==> src/rtl/stkb_pkg.sv <==
// Package for the scancode to key bytes block: codes, key tables and shared types.
package stkb_pkg;

    localparam int NUM_TERMINALS = 8;
    localparam int MAX_BYTES     = 4;

    localparam logic [7:0] SC_EXT_PREFIX  = 8'hE0;
    localparam logic [7:0] SC_CTRL_DOWN   = 8'h1D;
    localparam logic [7:0] SC_CTRL_UP     = 8'h9D;
    localparam logic [7:0] SC_ALT_DOWN    = 8'h38;
    localparam logic [7:0] SC_ALT_UP      = 8'hB8;
    localparam logic [7:0] SC_LSHIFT_DOWN = 8'h2A;
    localparam logic [7:0] SC_RSHIFT_DOWN = 8'h36;
    localparam logic [7:0] SC_LSHIFT_UP   = 8'hAA;
    localparam logic [7:0] SC_RSHIFT_UP   = 8'hB6;
    localparam logic [7:0] SC_CAPS        = 8'h3A;
    localparam logic [7:0] SC_NUMLOCK     = 8'h45;
    localparam logic [7:0] SC_F1          = 8'h3B;
    localparam logic [7:0] SC_F8          = 8'h42;
    localparam logic [7:0] SC_TABLE_LEN   = 8'h3A;

    localparam logic [7:0] SC_KP_ENTER    = 8'h1C;
    localparam logic [7:0] SC_KP_SLASH    = 8'h35;
    localparam logic [7:0] SC_UP          = 8'h48;
    localparam logic [7:0] SC_DOWN        = 8'h50;
    localparam logic [7:0] SC_RIGHT       = 8'h4D;
    localparam logic [7:0] SC_LEFT        = 8'h4B;
    localparam logic [7:0] SC_HOME        = 8'h47;
    localparam logic [7:0] SC_END         = 8'h4F;
    localparam logic [7:0] SC_PGUP        = 8'h49;
    localparam logic [7:0] SC_PGDN        = 8'h51;
    localparam logic [7:0] SC_DELETE      = 8'h53;

    localparam logic [7:0] CH_ESC     = 8'h1B;
    localparam logic [7:0] CH_LF      = 8'h0A;
    localparam logic [7:0] CH_SLASH   = 8'h2F;
    localparam logic [7:0] CH_LBRACK  = 8'h5B;
    localparam logic [7:0] CH_O       = 8'h4F;
    localparam logic [7:0] CH_TILDE   = 8'h7E;
    localparam logic [7:0] CH_CASE    = 8'h20;
    localparam logic [7:0] CH_CTRL    = 8'h40;

    typedef struct packed {
        logic [2:0]                count;
        logic [MAX_BYTES-1:0][7:0] bytes;
        logic                      is_switch;
        logic [2:0]                target;
    } key_seq_t;

    function automatic logic [7:0] plain_char(input logic [5:0] code);
        logic [7:0] c;
        case (code)
            6'd1:  c = 8'h1B;  6'd2:  c = 8'h31;  6'd3:  c = 8'h32;  6'd4:  c = 8'h33;
            6'd5:  c = 8'h34;  6'd6:  c = 8'h35;  6'd7:  c = 8'h36;  6'd8:  c = 8'h37;
            6'd9:  c = 8'h38;  6'd10: c = 8'h39;  6'd11: c = 8'h30;  6'd12: c = 8'h2D;
            6'd13: c = 8'h3D;  6'd14: c = 8'h08;  6'd15: c = 8'h09;  6'd16: c = 8'h71;
            6'd17: c = 8'h77;  6'd18: c = 8'h65;  6'd19: c = 8'h72;  6'd20: c = 8'h74;
            6'd21: c = 8'h79;  6'd22: c = 8'h75;  6'd23: c = 8'h69;  6'd24: c = 8'h6F;
            6'd25: c = 8'h70;  6'd26: c = 8'h5B;  6'd27: c = 8'h5D;  6'd28: c = 8'h0A;
            6'd30: c = 8'h61;  6'd31: c = 8'h73;  6'd32: c = 8'h64;  6'd33: c = 8'h66;
            6'd34: c = 8'h67;  6'd35: c = 8'h68;  6'd36: c = 8'h6A;  6'd37: c = 8'h6B;
            6'd38: c = 8'h6C;  6'd39: c = 8'h3B;  6'd40: c = 8'h27;  6'd41: c = 8'h60;
            6'd43: c = 8'h5C;  6'd44: c = 8'h7A;  6'd45: c = 8'h78;  6'd46: c = 8'h63;
            6'd47: c = 8'h76;  6'd48: c = 8'h62;  6'd49: c = 8'h6E;  6'd50: c = 8'h6D;
            6'd51: c = 8'h2C;  6'd52: c = 8'h2E;  6'd53: c = 8'h2F;  6'd57: c = 8'h20;
            default: c = 8'h00;
        endcase
        return c;
    endfunction

    // shifted symbol for non-letter keys; keys without one keep the plain char
    function automatic logic [7:0] shift_char(input logic [5:0] code, input logic [7:0] plain);
        logic [7:0] c;
        case (code)
            6'd2:  c = 8'h21;  6'd3:  c = 8'h40;  6'd4:  c = 8'h23;  6'd5:  c = 8'h24;
            6'd6:  c = 8'h25;  6'd7:  c = 8'h5E;  6'd8:  c = 8'h26;  6'd9:  c = 8'h2A;
            6'd10: c = 8'h28;  6'd11: c = 8'h29;  6'd12: c = 8'h5F;  6'd13: c = 8'h2B;
            6'd26: c = 8'h7B;  6'd27: c = 8'h7D;  6'd39: c = 8'h3A;  6'd40: c = 8'h22;
            6'd41: c = 8'h7E;  6'd43: c = 8'h7C;  6'd51: c = 8'h3C;  6'd52: c = 8'h3E;
            6'd53: c = 8'h3F;
            default: c = plain;
        endcase
        return c;
    endfunction

    function automatic logic [7:0] map_key(input logic [5:0] code, input logic shift,
                                           input logic caps);
        logic [7:0] p;
        logic [7:0] c;
        logic       letter;
        p      = plain_char(code);
        letter = (p >= 8'h61) && (p <= 8'h7A);
        if (letter)
            c = (shift ^ caps) ? (p - CH_CASE) : p;
        else
            c = shift ? shift_char(code, p) : p;
        return c;
    endfunction

endpackage

==> src/rtl/stkb_decode.sv <==
// Key state registers and single-pass decode of one scancode into a byte sequence.
module stkb_decode (
    input  logic                 clk,
    input  logic                 rst_n,
    input  logic [7:0]           code,
    input  logic                 take,
    input  logic                 app_mode,
    output stkb_pkg::key_seq_t   seq
);

    logic       ext_reg, ctrl_reg, alt_reg, shift_reg, caps_reg;
    logic       ext_next, ctrl_next, alt_next, shift_next, caps_next;
    logic [2:0] term_reg, term_next;
    logic [7:0] target_wide;
    logic [7:0] ch;
    logic [7:0] cursor_mid;
    logic       ext_hit;

    assign target_wide = code - stkb_pkg::SC_F1;
    assign cursor_mid  = app_mode ? stkb_pkg::CH_O : stkb_pkg::CH_LBRACK;

    always_comb
    begin
        ch = stkb_pkg::map_key(code[5:0], shift_reg, caps_reg);
        if (ctrl_reg)
        begin
            if ((ch >= 8'h61) && (ch <= 8'h7A))
                ch = ch - stkb_pkg::CH_CASE;
            ch = ch - stkb_pkg::CH_CTRL;
        end
    end

    always_comb
    begin
        ext_next   = 1'b0;
        ctrl_next  = ctrl_reg;
        alt_next   = alt_reg;
        shift_next = shift_reg;
        caps_next  = caps_reg;
        term_next  = term_reg;
        seq        = '0;
        ext_hit    = 1'b0;

        if (code == stkb_pkg::SC_EXT_PREFIX)
        begin
            ext_next = 1'b1;
            ext_hit  = 1'b1;
        end
        else if (ext_reg)
        begin
            ext_hit = 1'b1;
            case (code)
                stkb_pkg::SC_CTRL_DOWN: ctrl_next = 1'b1;
                stkb_pkg::SC_CTRL_UP:   ctrl_next = 1'b0;
                stkb_pkg::SC_KP_ENTER:
                begin
                    seq.count    = 3'd1;
                    seq.bytes[0] = stkb_pkg::CH_LF;
                end
                stkb_pkg::SC_KP_SLASH:
                begin
                    seq.count    = 3'd1;
                    seq.bytes[0] = stkb_pkg::CH_SLASH;
                end
                stkb_pkg::SC_UP, stkb_pkg::SC_DOWN, stkb_pkg::SC_RIGHT, stkb_pkg::SC_LEFT:
                begin
                    seq.count    = 3'd3;
                    seq.bytes[0] = stkb_pkg::CH_ESC;
                    seq.bytes[1] = cursor_mid;
                    case (code)
                        stkb_pkg::SC_UP:    seq.bytes[2] = 8'h41;
                        stkb_pkg::SC_DOWN:  seq.bytes[2] = 8'h42;
                        stkb_pkg::SC_RIGHT: seq.bytes[2] = 8'h43;
                        default:            seq.bytes[2] = 8'h44;
                    endcase
                end
                stkb_pkg::SC_HOME, stkb_pkg::SC_END, stkb_pkg::SC_PGUP, stkb_pkg::SC_PGDN,
                stkb_pkg::SC_DELETE:
                begin
                    seq.count    = 3'd4;
                    seq.bytes[0] = stkb_pkg::CH_ESC;
                    seq.bytes[1] = stkb_pkg::CH_LBRACK;
                    seq.bytes[3] = stkb_pkg::CH_TILDE;
                    case (code)
                        stkb_pkg::SC_HOME: seq.bytes[2] = 8'h31;
                        stkb_pkg::SC_END:  seq.bytes[2] = 8'h34;
                        stkb_pkg::SC_PGUP: seq.bytes[2] = 8'h35;
                        stkb_pkg::SC_PGDN: seq.bytes[2] = 8'h36;
                        default:           seq.bytes[2] = 8'h33;
                    endcase
                end
                default: ext_hit = 1'b0;
            endcase
        end

        if (!ext_hit)
        begin
            case (code)
                stkb_pkg::SC_NUMLOCK: ;
                stkb_pkg::SC_ALT_DOWN:  alt_next = 1'b1;
                stkb_pkg::SC_ALT_UP:    alt_next = 1'b0;
                stkb_pkg::SC_LSHIFT_DOWN, stkb_pkg::SC_RSHIFT_DOWN: shift_next = 1'b1;
                stkb_pkg::SC_LSHIFT_UP, stkb_pkg::SC_RSHIFT_UP:     shift_next = 1'b0;
                stkb_pkg::SC_CTRL_DOWN: ctrl_next = 1'b1;
                stkb_pkg::SC_CTRL_UP:   ctrl_next = 1'b0;
                stkb_pkg::SC_CAPS:      caps_next = !caps_reg;
                default:
                begin
                    if (alt_reg)
                    begin
                        if ((code >= stkb_pkg::SC_F1) && (code <= stkb_pkg::SC_F8)
                            && (target_wide < 8'(stkb_pkg::NUM_TERMINALS))
                            && (target_wide[2:0] != term_reg))
                        begin
                            term_next     = target_wide[2:0];
                            seq.count     = 3'd1;
                            seq.is_switch = 1'b1;
                            seq.target    = target_wide[2:0];
                        end
                    end
                    else if (code < stkb_pkg::SC_TABLE_LEN)
                    begin
                        seq.count    = 3'd1;
                        seq.bytes[0] = ch;
                    end
                end
            endcase
        end
    end

    always_ff @(posedge clk or negedge rst_n)
    begin
        if (!rst_n)
        begin
            ext_reg   <= 1'b0;
            ctrl_reg  <= 1'b0;
            alt_reg   <= 1'b0;
            shift_reg <= 1'b0;
            caps_reg  <= 1'b0;
            term_reg  <= '0;
        end
        else if (take)
        begin
            ext_reg   <= ext_next;
            ctrl_reg  <= ctrl_next;
            alt_reg   <= alt_next;
            shift_reg <= shift_next;
            caps_reg  <= caps_next;
            term_reg  <= term_next;
        end
    end

endmodule

==> src/rtl/stkb_emit.sv <==
// Output sequencer: holds one decoded sequence and sends its bytes one per cycle while ready is high.
module stkb_emit (
    input  logic               clk,
    input  logic               rst_n,
    input  logic               load,
    input  stkb_pkg::key_seq_t seq,
    output logic               can_load,
    output logic               valid,
    input  logic               ready,
    output logic [7:0]         out_byte,
    output logic               is_switch,
    output logic [2:0]         switch_target,
    output logic               last
);

    logic                               busy_reg;
    logic [2:0]                         cnt_reg;
    logic [1:0]                         idx_reg;
    logic [stkb_pkg::MAX_BYTES-1:0][7:0] bytes_reg;
    logic                               sw_reg;
    logic [2:0]                         tgt_reg;
    logic                               fire;

    assign valid         = busy_reg;
    assign last          = ({1'b0, idx_reg} == (cnt_reg - 3'd1));
    assign fire          = busy_reg && ready;
    assign can_load      = !busy_reg || (fire && last);
    assign out_byte      = bytes_reg[idx_reg];
    assign is_switch     = sw_reg;
    assign switch_target = tgt_reg;

    always_ff @(posedge clk or negedge rst_n)
    begin
        if (!rst_n)
        begin
            busy_reg <= 1'b0;
            idx_reg  <= '0;
            cnt_reg  <= '0;
        end
        else if (load && (seq.count != 3'd0))
        begin
            busy_reg <= 1'b1;
            idx_reg  <= '0;
            cnt_reg  <= seq.count;
        end
        else if (fire)
        begin
            if (last)
                busy_reg <= 1'b0;
            else
                idx_reg <= idx_reg + 2'd1;
        end
    end

    always_ff @(posedge clk)
    begin
        if (load && (seq.count != 3'd0))
        begin
            bytes_reg <= seq.bytes;
            sw_reg    <= seq.is_switch;
            tgt_reg   <= seq.target;
        end
    end

    a_cnt_nonzero: assert property (@(posedge clk) disable iff (!rst_n)
        busy_reg |-> (cnt_reg != 3'd0) && (cnt_reg <= 3'd4))
        else $error("active sequence with bad length");
    a_idx_in_range: assert property (@(posedge clk) disable iff (!rst_n)
        busy_reg |-> ({1'b0, idx_reg} < cnt_reg))
        else $error("byte index past sequence end");
    a_switch_single: assert property (@(posedge clk) disable iff (!rst_n)
        (busy_reg && sw_reg) |-> (cnt_reg == 3'd1) && (bytes_reg[0] == 8'h00))
        else $error("switch result not a single zero-byte item");
    a_step: assert property (@(posedge clk) disable iff (!rst_n)
        (fire && !last && !load) |=> busy_reg && (idx_reg == $past(idx_reg) + 2'd1))
        else $error("sequence did not advance after transfer");

endmodule

==> src/rtl/scancode_to_key_bytes_core.sv <==
// Top level: scancode input register, decode with key state, byte sequencer.
//
//  channel  | signals                           | payload
//  ---------+-----------------------------------+-------------------------------------
//  s_       | s_tvalid s_tready s_tdata[7:0]    | scancode
//  m_       | m_tvalid m_tready m_tdata m_tuser | out_byte, switch_target; is_switch
//           | m_tlast                           | last byte of this scancode
//  cfg_     | cfg_valid cfg_ready cfg_data      | cursor_key_app_mode
//
//  A scancode is registered on transfer and decoded from that register once the
//  sequencer can load it; its bytes then leave one per cycle while m_tready is high
//  through the single output port. A scancode with no result sends no byte.
//  Reset clears key state, the mode register and both valid flags.
//  A stalled m_ side holds the current byte; one scancode waits in the input register.
module scancode_to_key_bytes_core (
    input  logic        clk,
    input  logic        rst_n,
    input  logic        s_tvalid,
    output logic        s_tready,
    input  logic [7:0]  s_tdata,    // [7:0] scancode
    output logic        m_tvalid,
    input  logic        m_tready,
    output logic [15:0] m_tdata,    // [7:0] out_byte, [10:8] switch_target, [15:11] zero
    output logic        m_tuser,    // [0] is_switch
    output logic        m_tlast,
    input  logic        cfg_valid,
    output logic        cfg_ready,
    input  logic        cfg_data
);

    logic               in_valid_reg;
    logic [7:0]         code_reg;
    logic               mode_reg;
    logic               can_load;
    logic               take;
    stkb_pkg::key_seq_t seq;
    logic [7:0]         out_byte;
    logic [2:0]         switch_target;

    assign take      = in_valid_reg && can_load;
    assign s_tready  = !in_valid_reg || can_load;
    assign cfg_ready = 1'b1;

    always_ff @(posedge clk or negedge rst_n)
    begin
        if (!rst_n)
        begin
            in_valid_reg <= 1'b0;
            mode_reg     <= 1'b0;
        end
        else
        begin
            if (s_tvalid && s_tready)
                in_valid_reg <= 1'b1;
            else if (take)
                in_valid_reg <= 1'b0;
            if (cfg_valid && cfg_ready)
                mode_reg <= cfg_data;
        end
    end

    always_ff @(posedge clk)
    begin
        if (s_tvalid && s_tready)
            code_reg <= s_tdata;
    end

    stkb_decode u_decode (
        .clk      (clk),
        .rst_n    (rst_n),
        .code     (code_reg),
        .take     (take),
        .app_mode (mode_reg),
        .seq      (seq)
    );

    stkb_emit u_emit (
        .clk           (clk),
        .rst_n         (rst_n),
        .load          (take),
        .seq           (seq),
        .can_load      (can_load),
        .valid         (m_tvalid),
        .ready         (m_tready),
        .out_byte      (out_byte),
        .is_switch     (m_tuser),
        .switch_target (switch_target),
        .last          (m_tlast)
    );

    assign m_tdata = {5'b0, switch_target, out_byte};

endmodule
==> config.mk <==
export PLATFORM = sky130hd
export DESIGN_NAME = scancode_to_key_bytes_core
export DESIGN_NICKNAME = d
export VERILOG_FILES = /design/src/rtl/stkb_pkg.sv /design/src/rtl/stkb_decode.sv /design/src/rtl/stkb_emit.sv /design/src/rtl/scancode_to_key_bytes_core.sv
export SDC_FILE = /design/constraint.sdc
export NUM_CORES = 1
export LEC_CHECK = 0
export ABC_AREA = 1
export CAP_MARGIN = 20
export CORE_UTILIZATION = 62
export CTS_BUF_LIST = sky130_fd_sc_hd__clkbuf_8
export DETAILED_ROUTE_END_ITERATION = 10
export DONT_BUFFER_PORTS = 1
export PLACE_DENSITY = 0.78
export SLEW_MARGIN = 30
export SYNTH_ARGS = -nofsm -noshare
export SYNTH_HDL_FRONTEND = slang
export SYNTH_SLANG_ARGS = --single-unit
==> constraint.sdc <==
create_clock -name clk -period 5.87 [get_ports clk]
set_clock_uncertainty 0.2 [all_clocks]
set_input_delay 0.8805 -clock clk [delete_from_list [all_inputs] [get_ports clk]]
set_output_delay 0.8805 -clock clk [all_outputs]
set_load 0.01 [all_outputs]
Yosys cells after proc, flatten, opt, wreduce, memory -nomap -nowiden
Memory sizes are Yosys's and may differ from the RTL's. A register that Yosys moved wholly into a read port is not among the register bits. Cells that the tools add are included.

Magnitude comparators: 9. Add/subtract/negate cells: 6. Bitwise operators: 6. Mux-type cells: 49. Reduce and logical (&&, ||, !) cells: 38. Eq/ne operators: 46.

Operators with widths (count): case mux 8 bit (21 select lines) (1); equality test 8 x 7 -> 1 bit (second input constant) (10); 2-to-1 mux 8 bit (9); 2-to-1 mux 35 bit (2); equality test 6 bit (second input constant) (7); equality test 8 x 6 -> 1 bit (second input constant) (5); equality test 8 bit (second input constant) (5); equality test 6 x 4 -> 1 bit (second input constant) (6); case mux 15 bit (2 select lines) (1); OR reduction 13 bit (2); equality test 6 x 3 -> 1 bit (second input constant) (4); <= comparator 8 x 7 -> 1 bit (second input constant) (3); 2-to-1 mux 12 bit (2); subtractor 8 x 6 -> 8 bit (second input constant) (3); case mux 3 bit (3 select lines) (2); case mux 6 bit (3 select lines) (1); binary-select mux 8 bit (select 2 bit) (1); equality test 8 x 5 -> 1 bit (second input constant) (2); greater-or-equal comparator 8 x 7 -> 1 bit (second input constant) (2); 2-to-1 mux 3 bit (5); equality test 6 x 2 -> 1 bit (second input constant) (2); equality test 6 x 5 -> 1 bit (second input constant) (2); 2-to-1 mux 1 bit (12); case mux 3 bit (4 select lines) (1); 32 further kinds (64).

Word-level logic and storage cells: 173. Bits in registers: 60. Memories: 1. Input bits: 14. ROM bits: 448.

Memories: (no name shown) (words 64, bits a word 7, rd ports 1, clocked after memory_dff 1, write ports 0, line stkb_pkg.sv:52) `case (code)`.

Longest topological paths before layout
Gate-level depths: netlist (run 1).

Word-level depth: 14. Depth in mapped cells: 20. Gate-level depth less buffers: 20.

Hierarchy
A second synthesis (run 1) with hierarchy kept.

Cell total of the unflattened synthesis: 686. Area total of the unflattened synthesis: 5028.6 µm².

Modules (own cells, without submodules): stkb_decode (cells an instance 529, instances 1, area an instance 2941.6 µm²); stkb_emit (cells an instance 129, instances 1, area an instance 1704.1 µm²); scancode_to_key_bytes_core (cells an instance 28, instances 1, area an instance 382.9 µm²).

Worst setup path after synthesis (run 1)
No wires, ideal clock.

Kind: register to register. Start point: reg code_reg[0]. End point: reg u_emit.bytes_reg[7] (netlist bit), data pin. Period minus slack after synthesis: 2920 ps. Setup time: 255 ps. Arrival: 2466 ps. Cell stages (with the launch flop): 17. Setup slack: 2950 ps. Cells stage by stage: edfxtp_1 > ha_1 > nand3_1 > nor2_1 > nor2_2 > nand2_2 > nor2_4 > nand3_4 > nand4_1 > nand3_1 > o21ai_2 > inv_1 > ha_1 > nand3_1 > nand3_1 > a21oi_1 > nor2_1.

Word-level cells in the longest chain between the ends: 14.

RTL lines: start, declared (line scancode_to_key_bytes_core.sv:32) `logic [7:0] code_reg;`; start signal, assigned (line scancode_to_key_bytes_core.sv:65) `code_reg <= s_tdata;`; equality test 6 bit, or another cell as far along (line stkb_pkg.sv:74) `case (code)`; case mux 8 bit (21 select lines) (line stkb_pkg.sv:74); 2-to-1 mux 8 bit (line stkb_pkg.sv:96) `c = shift ? shift_char(code, p) : p;`; 2-to-1 mux 8 bit (line stkb_pkg.sv:93) `if (letter)`; greater-or-equal comparator 8 x 7 -> 1 bit or <= comparator 8 x 7 -> 1 bit (tied branches) (line stkb_decode.sv:27) `if ((ch >= 8'h61) && (ch <= 8'h7A))`; logical AND 1 bit (line stkb_decode.sv:27); 2-to-1 mux 8 bit (line stkb_decode.sv:27); 2-to-1 mux 8 bit (line stkb_decode.sv:25) `if (ctrl_reg)`; subtractor 8 x 7 -> 8 bit (line stkb_decode.sv:29) `ch = ch - stkb_pkg::CH_CTRL;`; 2-to-1 mux 8 bit (line stkb_decode.sv:25); 2-to-1 mux 8 bit (line stkb_decode.sv:121) `else if (code < stkb_pkg::SC_TABLE_LEN)`; 2-to-1 mux 8 bit (line stkb_decode.sv:109) `if (alt_reg)`; 2-to-1 mux 12 bit (line stkb_decode.sv:98) `case (code)`; 2-to-1 mux 12 bit (*) (line stkb_decode.sv:96) `if (!ext_hit)`; end signal, assigned (line stkb_emit.sv:59) `bytes_reg <= seq.bytes;`; end, declared (line stkb_emit.sv:19) `logic [stkb_pkg::MAX_BYTES-1:0][7:0] bytes_reg;`.

Every way passes the cells marked *; elsewhere a longest branch is shown, timed or not. The select of a mux whose other input is x is not followed. A chain may end at the register's enable or synchronous reset.

==> qor.txt, run 1 <==
Seq/Total Area, Yosys - 33.8%
Post-synth EDFFs - 29
Post-synth top area share - 20.8%
Largest net degree at the start of global routing - 25
DR pass1 iterations - 8
Vias post-DR - 3734
Post-DP HPWL - 7510 µm
Failing checks - design-rule violations
Status - finished with violations
PD cells - 349 nW/µm²
Setup crit start kind - register
Clock sinks - 52
Reg2reg start - u_emit.cnt_reg[0]
Max-cap violations - 0
F_max - 279 MHz
Worst-Margin Slew - 0.867 ns
CTS resizes - 0
Die W - 84.1 µm
CTS tree - yes
Die height - 84.1 µm
# DRC - 12
Final Wtd Congestion - 0.917
Crit path time final - 3.59 ns
Worst reg2reg path depth - 14
Final WL - 9530 µm
Global-route wire length before repair - 15900 µm
HP Class - in -> async
FF+latch count, synth - 52
Peak VDD IR - 0.207 mV
RSZ-0062 raised after global routing - no
Leak Pwr - 2.05 nW
Count leader, synth - nand2_1
Final Setup Violations - 0
Reg2reg setup slack - 2.28 ns
Slowest CP cell - o21ai_2
Crit path cell chain - inv_1, ha_1, xor2_1, nand3_1, o21ai_2, inv_2, nand2_2, nand2_2, o21ai_2, inv_2, ha_1, o21ai_0, o21ai_0, o21ai_1
Worst-path maximum fanout - 23
Top delay family on crit path - compound AO/OA/AOI/OAI gates
Worst path max stage delay - 0.74 ns
CP required - 5.92 ns
Mapped cell area - 4180 µm²
Buffers on Ports - 0
Synth area leader - edfxtp_1
CTS hold repair buffers - 0
Fraction of layout cells with a size suffix above 1 - 11.7%
Core ar. - 6420 µm²
Final Hold Vio Count - 0
CP Class - reg -> reg
Antenna Nets Post-Route - 0
CTS buffer count - 5
Layout Nets - 605
Root Driver - clkbuf_8
Synth warn - 0
Critical Path AT - 3.63 ns
H-tree depth - 2
Synth Flop Type - edfxtp_1
Die area - 7080 µm²
Initial antenna violation count - 0
Synth top cells by count - nand2_1, nor2_1, inv_1
Worst Path Buf+Inv - 3
Asr flop ratio synth - 30.8%
# diodes - 0
DR iter-0 viols - 246
Post-placement worst setup slack - 2.34 ns
Max-slew violation total from the final report - 0
CP endpoint kind - register
Syn Area/Cell - 7.20 µm²
Routed len/inst - 14.6 µm
Latest clock arrival within the worst-skew pair - 0.31 ns
Vias per cell - 5.74
Initial core utilization - 65.1%
Setup WS post-layout - 2.28 ns
Rel. slew slack - 42.2%
Synth area leaders - edfxtp_1, nand2_1, dfrtp_1, nor2_1, inv_1
Final period util - 61.1%
Total Routing Usage GR - 28.1%
Vias in the first global route - 3531
IO Count - 35
Grt ovf - 0
Clock tree buffer depth - 2
Rows - 29
# Post-CTS Setup Buffers - 0
Setup TNS - 0 ns
Worst-path clk slew - 0.10 ns
Cells after Synth - 581
Area Growth Syn to Fin - 1.86%
Synth unique cells - 45
-- cells in the final DEF, fill, tap and decap left out, types with 2 or more instances in the layout --
cell,instances
dfxtp_1,7
or2_2,2
dfrtp_1,16
o211ai_1,7
nand3_4,2
nor3_1,15
o21ai_1,21
nand3_1,44
o21ai_2,10
xor2_1,6
ha_1,18
inv_2,14
nor2_2,10
inv_1,69
a21oi_1,19
nor4_1,2
o221ai_1,2
nand4_1,10
nand2_1,118
nand2_2,11
o21ai_0,26
a31oi_1,7
clkbuf_8,5
conb_1,6
nor2_4,3
nor2_1,69
nand3_2,5
o21a_1,3
xnor2_1,3
edfxtp_1,29
-- final cells by class --
cell class                      instances  area, µm²
Sequential cell                        52       1410
Clock buffer                            5       68.8
Inverter                               82        308
Fill cell                             543       2160
Multi-Input combinational cell        432       2330
Clock inverter                          3       42.5
Tap cell                               77       96.3
-- per-stage QoR --
stage | power (mW) | hold slack [ns] | util [%] | std cells | area (µm²)
CTS | 1.48 | 0.0464 | 66.3 | 651 | 4260
global placement | 1.22 | 0.278 | 64.6 | 643 | 4150
floorplan | 1.11 | 0.259 | - | 585 | 4200
detailed placement | 1.24 | 0.299 | 64.6 | 643 | 4150
finish | 1.48 | 0.0485 | 66.3 | 651 | 4260
global route | 1.60 | 0.0386 | 66.3 | 651 | 4260
-- how the worst max path moves through the flow --
stage / start / endpoint / cells past startpoint
after global routing: u_emit.cnt_reg[0] / register / 15
after global placement: u_emit.cnt_reg[0] / register / 14
after floorplan: code_reg[0] / u_emit.bytes_reg[7] / 16
after detailed placement: u_emit.cnt_reg[0] / register / 14
final: u_emit.cnt_reg[0] / register / 14
after CTS: u_emit.cnt_reg[0] / register / 14
-- routing by layer --
metal / up-vias / track usage [%] / routed length (µm)
met3: 19 / 3.56 / 364
met1: 1692 / 34.8 / 4300
met5: - / 0 / 0
met4: 0 / 10.7 / 299
met2: 117 / 49.8 / 4560
li1: 1906 / - / -
-- where the power goes --
part	switching [mW]	internal (mW)
registers	0.0703	0.456
logic	0.481	0.229
clock network	0.121	0.127
-- worst reg2reg max path, cell delays in order (launching register included) --
cell     delay [ns]
dfrtp_1        0.37
inv_1          0.06
ha_1           0.30
xor2_1         0.13
nand3_1        0.14
o21ai_2        0.29
inv_2          0.06
nand2_2        0.11
nand2_2        0.21
o21ai_2        0.74
inv_2          0.24
ha_1           0.29
o21ai_0        0.15
o21ai_0        0.10
o21ai_1        0.14
-- kinds of logic after synthesis --
family / synth area share (%)
AND/OR/NAND/NOR: 32.4
flip-flops: 33.8
AO/OA/AOI/OAI: 15.6
buffers and inverters: 10.8
other: 0.180
adder cells (fa/ha/maj): 5.39
XOR/XNOR: 1.89
(Power assumes the default switching activity.)
==> run 2: changes to the inputs <==
Clock period 5.87 ns to 3.7 ns, I/O delays scaled along.
==> run 2 against run 1 <==
Against the previous run: the flow still finishes with violations (design-rule violations); largest cell class unchanged; sequential cell count is the same; worst setup slack lost 2.0 ns; via count grew 3.0%; critical path depth grew 2; wire length grew 1.5%; hold slack gained 0.081 ns.
==> qor.txt, run 2 (synthesis gave the netlist of run 1 again) <==
Worst path max stage delay - 0.37 ns (was 0.74 ns)
Latest clock arrival within the worst-skew pair - 0.31 ns (about the same)
Grt ovf - 0 (unchanged)
H-tree depth - 2 (unchanged)
Area Growth Syn to Fin - 2.75% (was 1.86%)
IO Count - 35 (unchanged)
# Post-CTS Setup Buffers - 0 (unchanged)
Global-route wire length before repair - 16100 µm (was 15900 µm)
Final WL - 9670 µm (was 9530 µm)
# DRC - 12 (unchanged)
Routed len/inst - 14.7 µm (was 14.6 µm)
Clock tree buffer depth - 2 (unchanged)
Core ar. - 6420 µm² (unchanged)
Setup TNS - 0 ns (unchanged)
Critical Path AT - 3.41 ns (was 3.63 ns)
Slowest CP cell - dfrtp_1 (was o21ai_2)
F_max - 296 MHz (was 279 MHz)
Total Routing Usage GR - 28.4% (was 28.1%)
Max-slew violation total from the final report - 0 (unchanged)
Setup crit start kind - register (unchanged)
Most frequent cells in the layout - nand2_1, inv_1, nor2_1 (unchanged)
Vias per cell - 5.86 (was 5.74)
Clock sinks - 52 (unchanged)
Die W - 84.1 µm (unchanged)
CTS tree - yes (unchanged)
# diodes - 0 (unchanged)
Largest net degree at the start of global routing - 25 (unchanged)
Crit path time final - 3.38 ns (was 3.59 ns)
Layout Nets - 610 (was 605)
PD cells - 543 nW/µm² (was 349 nW/µm²)
Failing checks - design-rule violations (unchanged)
Final Hold Vio Count - 0 (unchanged)
Finished Cell Area - 4300 µm² (was 4260 µm²)
Buffers on Ports - 0 (unchanged)
Initial antenna violation count - 0 (unchanged)
Status - finished with violations (unchanged)
Root Driver - clkbuf_8 (unchanged)
Final Setup Violations - 0 (unchanged)
CTS buffer count - 5 (unchanged)
DR pass1 iterations - 8 (unchanged)
HP Class - in -> reg (was in -> async)
Peak VDD IR - 0.321 mV (was 0.207 mV)
Die height - 84.1 µm (unchanged)
CP required - 3.73 ns (was 5.92 ns)
Crit path cell chain - inv_1, ha_1, xor2_1, nand3_1, o21ai_2, inv_2, nand2_2, nand2_2, o21ai_4, inv_2, ha_1, a21oi_1, inv_1, a21oi_1, a31oi_1, o21ai_1 (was inv_1, ha_1, xor2_1, nand3_1, o21ai_2, inv_2, nand2_2, nand2_2, o21ai_2, inv_2, ha_1, o21ai_0, o21ai_0, o21ai_1)
Leak Pwr - 2.07 nW (was 2.05 nW)
Dpl cell area - 4180 µm² (was 4150 µm²)
Worst-path maximum fanout - 14 (was 23)
Rel. slew slack - 48.1% (was 42.2%)
Initial core utilization - 65.1% (unchanged)
Fill count - 574 (was 543)
Die area - 7080 µm² (unchanged)
Rows - 29 (unchanged)
Commonest non-fill, non-tap cell in the layout - nand2_1 (unchanged)
Final Wtd Congestion - 0.958 (was 0.917)
Worst-path clk slew - 0.10 ns (about the same)
Final period util - 91.4% (was 61.1%)
Vias post-DR - 3847 (was 3734)
Max-cap violations - 0 (unchanged)
Setup WS post-layout - 0.320 ns (was 2.28 ns)
CP Class - reg -> reg (unchanged)
Post-placement worst setup slack - 0.316 ns (was 2.34 ns)
RSZ-0062 raised after global routing - no (unchanged)
Antenna Nets Post-Route - 0 (unchanged)
Fraction of layout cells with a size suffix above 1 - 12.3% (was 11.7%)
CP endpoint kind - register (unchanged)
Post-DP HPWL - 7680 µm (was 7510 µm)
DR iter-0 viols - 267 (was 246)
Worst-Margin Slew - 0.776 ns (was 0.867 ns)
Vias in the first global route - 3509 (was 3531)
## run 2: changes by cell type in the layout (fill, tap and decap cells not counted)
cell           change
clkbuf_8           +1
clkinvlp_4         +1
inv_6              -1
o21ai_2            -2
bufinv_16          -1
buf_4              +4
dlygate4sd3_1      +1
o21ai_4            +2
## run 2: layout make-up
cell class / count / area [µm²] / share of cell area (%)
inverters: 82 / 308 / 7.16
flip-flops and latches: 52 / 1410 / 32.8
clock inverters: 2 / 11.3 / 0.262
multi-input cells: 432 / 2350 / 54.6
repair buffers: 5 / 40.0 / 0.932
clock buffers: 6 / 82.6 / 1.92
well taps: 77 / 96.3 / 2.24
## run 2: timing repair
action | 4_1_cts | 5_1_grt
resized for setup | 0 | 2
hold buffers | 1 | 0
setup endpoints to repair | 0 | 3
endpoints found under the hold margin | 16 | 0
## run 2: worst max-delay path: cells and delay by family (launching register included)
family | cells | cell delay [ns]
adders and majority gates | 2 | 0.55
xor gates and xnor gates | 1 | 0.14
buffers and inverters | 4 | 0.34
and+or+nand+nor | 3 | 0.49
DFF | 1 | 0.37
AOI/OAI and AO/OA | 6 | 1.21
## run 2: through the flow
stage | hold WS, ns | total power, mW | util (%) | cells
finish | 0.130 | 2.33 | 66.9 | 656
global route | 0.115 | 2.52 | 66.9 | 656
CTS | 0.124 | 2.32 | 66.7 | 656
detailed placement | 0.0597 | 1.98 | 65.0 | 647
global placement | 0.0597 | 1.96 | 65.0 | 647
floorplan | 0.0594 | 1.76 | - | 585
## run 2: power by group
group | total [mW] | internal [mW] | leakage (nW) | switching (mW)
Combinational | 1.16 | 0.379 | 1.48 | 0.781
Clock | 0.338 | 0.150 | 0.0486 | 0.189
Sequential | 0.835 | 0.723 | 0.534 | 0.111
## run 2: final timing paths
| kind | from | to | slack, ns | depth (start not counted) |
|---|---|---|---|---|
| worst max-delay path | u_emit.cnt_reg[0] | register | 0.32 | 16 |
| worst min-delay path | s_tdata[5] | code_reg[5] | 0.13 | 0 |
| worst max register to register | u_emit.cnt_reg[0] | register | 0.32 | 16 |
| worst min register to register | u_emit.cnt_reg[1] | u_emit.cnt_reg[1] | 0.32 | 2 |
| max in group asynchronous | rst_n | u_decode.term_reg[2] | 2.25 | 1 |
| min in group asynchronous | rst_n | u_emit.idx_reg[0] | 0.56 | 1 |
## run 2: per-layer routing
| metal | up-vias | share of wire [%] | GRT usage (%) |
|---|---|---|---|
| met5 | - | 0 | 0 |
| met4 | 0 | 2.6 | 10.3 |
| met3 | 22 | 7.2 | 5.84 |
| met2 | 179 | 47 | 47.8 |
| met1 | 1744 | 43 | 36.3 |
| li1 | 1902 | - | - |
==> run 3: changes to the inputs <==
Settings changed: ABC_AREA 1 to unset, CORE_ASPECT_RATIO set to 2, GPL_TIMING_DRIVEN set to 0.
==> run 3 against run 2 <==
Against the previous run: the flow now finishes without violations; count of clock-buffer cells in the layout decreased by 1; sequential cell count unchanged; sequential share of layout area decreased by 3.8 points; die area grew 6.2%; cell area rose by 13%; area after synthesis grew 6.1%.
==> qor.txt, run 3 <==
Final WL - 13600 µm (was 9670 µm)
Final Wtd Congestion - 0.984 (was 0.958)
Worst reg2reg path depth - 12 (was 16)
Synth Flop Type - edfxtp_1 (unchanged)
Mapped cell area - 4440 µm² (was 4180 µm²)
F_max - 276 MHz (was 296 MHz)
Reg2reg start - code_reg[0] (was u_emit.cnt_reg[0])
Final core occ - 70.0% (was 66.9%)
Reg2reg setup slack - 0.08 ns (was 0.32 ns)
Worst-path maximum fanout - 10 (was 14)
Vias in the first global route - 4090 (was 3509)
Initial core utilization - 63.9% (was 65.1%)
Largest net degree at the start of global routing - 17 (was 25)
Finished Cell Area - 4860 µm² (was 4300 µm²)
Die W - 61.8 µm (was 84.1 µm)
Setup WS post-layout - 0.0769 ns (was 0.320 ns)
CP endpoint kind - register (unchanged)
Clock sinks - 52 (unchanged)
Peak VDD IR - 0.263 mV (was 0.321 mV)
Latest clock arrival within the worst-skew pair - 0.31 ns (about the same)
Worst-Margin Slew - 0.740 ns (was 0.776 ns)
Die area - 7520 µm² (was 7080 µm²)
Core ar. - 6940 µm² (was 6420 µm²)
Vias per cell - 6.69 (was 5.86)
Total Routing Usage GR - 38.0% (was 28.4%)
Vias post-DR - 4124 (was 3847)
Most frequent cells in the layout - nor2_1, o21ai_0, nand2_1 (was nand2_1, inv_1, nor2_1)
Syn Area/Cell - 8.79 µm² (was 7.20 µm²)
Antenna Nets Post-Route - 0 (unchanged)
WHS Endpoint - code_reg[2] (was code_reg[5])
WHS Path Cells - 0 (unchanged)
DR iter-0 viols - 290 (was 267)
Worst-path clk slew - 0.10 ns (about the same)
Layout Nets - 557 (was 610)
CTS tree - yes (unchanged)
Hold WS - 0.128 ns (was 0.130 ns)
Setup crit start kind - register (unchanged)
Dpl cell area - 4560 µm² (was 4180 µm²)
HP Class - in -> reg (unchanged)
Synth warn - 0 (unchanged)
Commonest non-fill, non-tap cell in the layout - nor2_1 (was nand2_1)
CP Class - reg -> reg (unchanged)
Synth area leaders - edfxtp_1, dfrtp_1, ha_1, mux2i_1, o21ai_0 (was edfxtp_1, nand2_1, dfrtp_1, nor2_1, inv_1)
Clock tree buffer depth - 2 (unchanged)
Hold_sp - s_tdata[2] (was s_tdata[5])
Asr flop ratio synth - 30.8% (unchanged)
Post-placement worst setup slack - -0.440 ns (was 0.316 ns)
Routed len/inst - 22.1 µm (was 14.7 µm)
Max-cap violations - 0 (unchanged)
CP required - 3.56 ns (was 3.73 ns)
Critical R2R Capture - u_emit.bytes_reg[7]
Rows - 43 (was 29)
Seq/Total Area, Yosys - 31.8% (was 33.8%)
DR pass1 iterations - 5 (was 8)
Synth unique cells - 84 (was 45)
Status - complete, no violations (was finished with violations)
Global-route wire length before repair - 20500 µm (was 16100 µm)
Final period util - 97.9% (was 91.4%)
Post-DP HPWL - 10200 µm (was 7680 µm)
CTS buffer count - 5 (unchanged)
Fraction of layout cells with a size suffix above 1 - 16.5% (was 12.3%)
Placed instance count - 599 (was 647)
Cells after Synth - 505 (was 581)
Final instance count without filler cells - 616 (was 656)
# DRC - 0 (was 12)
Grt ovf - 0 (unchanged)
Initial antenna violation count - 0 (unchanged)
Synth top cells by count - nor2_1, o21ai_0, nand2_1 (was nand2_1, nor2_1, inv_1)
IO Count - 35 (unchanged)
# diodes - 0 (unchanged)
Leak Pwr - 1.92 nW (was 2.07 nW)
Max-slew violation total from the final report - 0 (unchanged)
Area Growth Syn to Fin - 9.50% (was 2.75%)
Final Hold Vio Count - 0 (unchanged)
Die height - 122 µm (was 84.1 µm)
Final Setup Violations - 0 (unchanged)
Rel. slew slack - 50.5% (was 48.1%)
PD cells - 521 nW/µm² (was 543 nW/µm²)
Synth area leader - edfxtp_1 (unchanged)
Critical Path AT - 3.48 ns (was 3.41 ns)
Count leader, synth - nor2_1 (was nand2_1)
Buffers on Ports - 0 (unchanged)
Post-synth EDFFs - 29 (unchanged)
FF+latch count, synth - 52 (unchanged)
Root Driver - clkbuf_8 (unchanged)
H-tree depth - 2 (unchanged)
Crit path time final - 3.62 ns (was 3.38 ns)
Post-synth top area share - 19.6% (was 20.8%)
## run 3: worst max path at each step
stage	startpoint	end	slack, ns	cells past startpoint
after floorplan	code_reg[1]	u_emit.bytes_reg[0]	0.28	11
after global routing	u_emit.cnt_reg[0]	register	-0.02	11
after CTS	code_reg[0]	u_emit.bytes_reg[7]	0.004	12
after detailed placement	code_reg[0]	u_emit.bytes_reg[1]	-0.44	12
after global placement	code_reg[0]	u_emit.bytes_reg[7]	-0.47	12
final	code_reg[0]	u_emit.bytes_reg[7]	0.08	12
## run 3: kinds of logic after synthesis
kind of cell	synth area share [%]
AND/OR/NAND/NOR	21.0
AO/OA/AOI/OAI	22.3
buffers and inverters	6.94
flip-flops	31.8
multiplexers	8.88
XOR/XNOR	3.75
adder cells (fa/ha/maj)	5.08
other	0.169
## run 3: power by group
group          internal (mW)  switching (mW)  total (mW)  leakage [nW]
Combinational          0.511           0.778        1.29          1.29
Sequential             0.695          0.0853       0.781         0.562
Clock                  0.268           0.193       0.460        0.0695
## run 3: layout make-up
type	count	area (µm²)
Buffer	39	213
Clock buffer	5	68.8
Clock inverter	3	63.8
Fill cell	550	2080
Inverter	26	101
Multi-Input combinational cell	391	2810
Sequential cell	52	1410
Tap cell	90	113
Timing Repair Buffer	9	70.1
Timing Repair inverter	1	7.51
## run 3: layer usage
layer	vias up	part of all wire, %	track usage (%)
li1	1898	-	-
met1	1958	33	33.8
met2	198	55	70.5
met3	70	4.1	5.10
met4	0	8.0	29.0
met5	-	0	0
## run 3: critical path, cell delays in order (launching register included)
cell and delay, ns:
edfxtp_1 0.39, clkbuf_4 0.23, inv_1 0.09, ha_1 0.34
buf_2 0.27, mux2_2 0.29, a32oi_1 0.37, o311ai_0 0.32
o221ai_2 0.27, ha_1 0.28, xor2_1 0.17, nand3_1 0.08
a31oi_1 0.08
## run 3: what timing repair did
item / in CTS / in global routing
gates cloned: 1 / 0
pin swaps: 0 / 3
endpoints found under the setup margin: 33 / 39
setup buffers: 2 / 6
resized for setup: 9 / 16
hold buffers: 1 / 0
endpoints found under the hold margin: 16 / 0
## run 3: metrics by stage
step / setup TNS, ns / power (mW)
after CTS: 0 / 2.43
after global placement: -12.01 / 1.93
after floorplan: 0 / 1.68
after global routing: -0.0177 / 2.67
final: 0 / 2.53
after detailed placement: -11.84 / 1.96
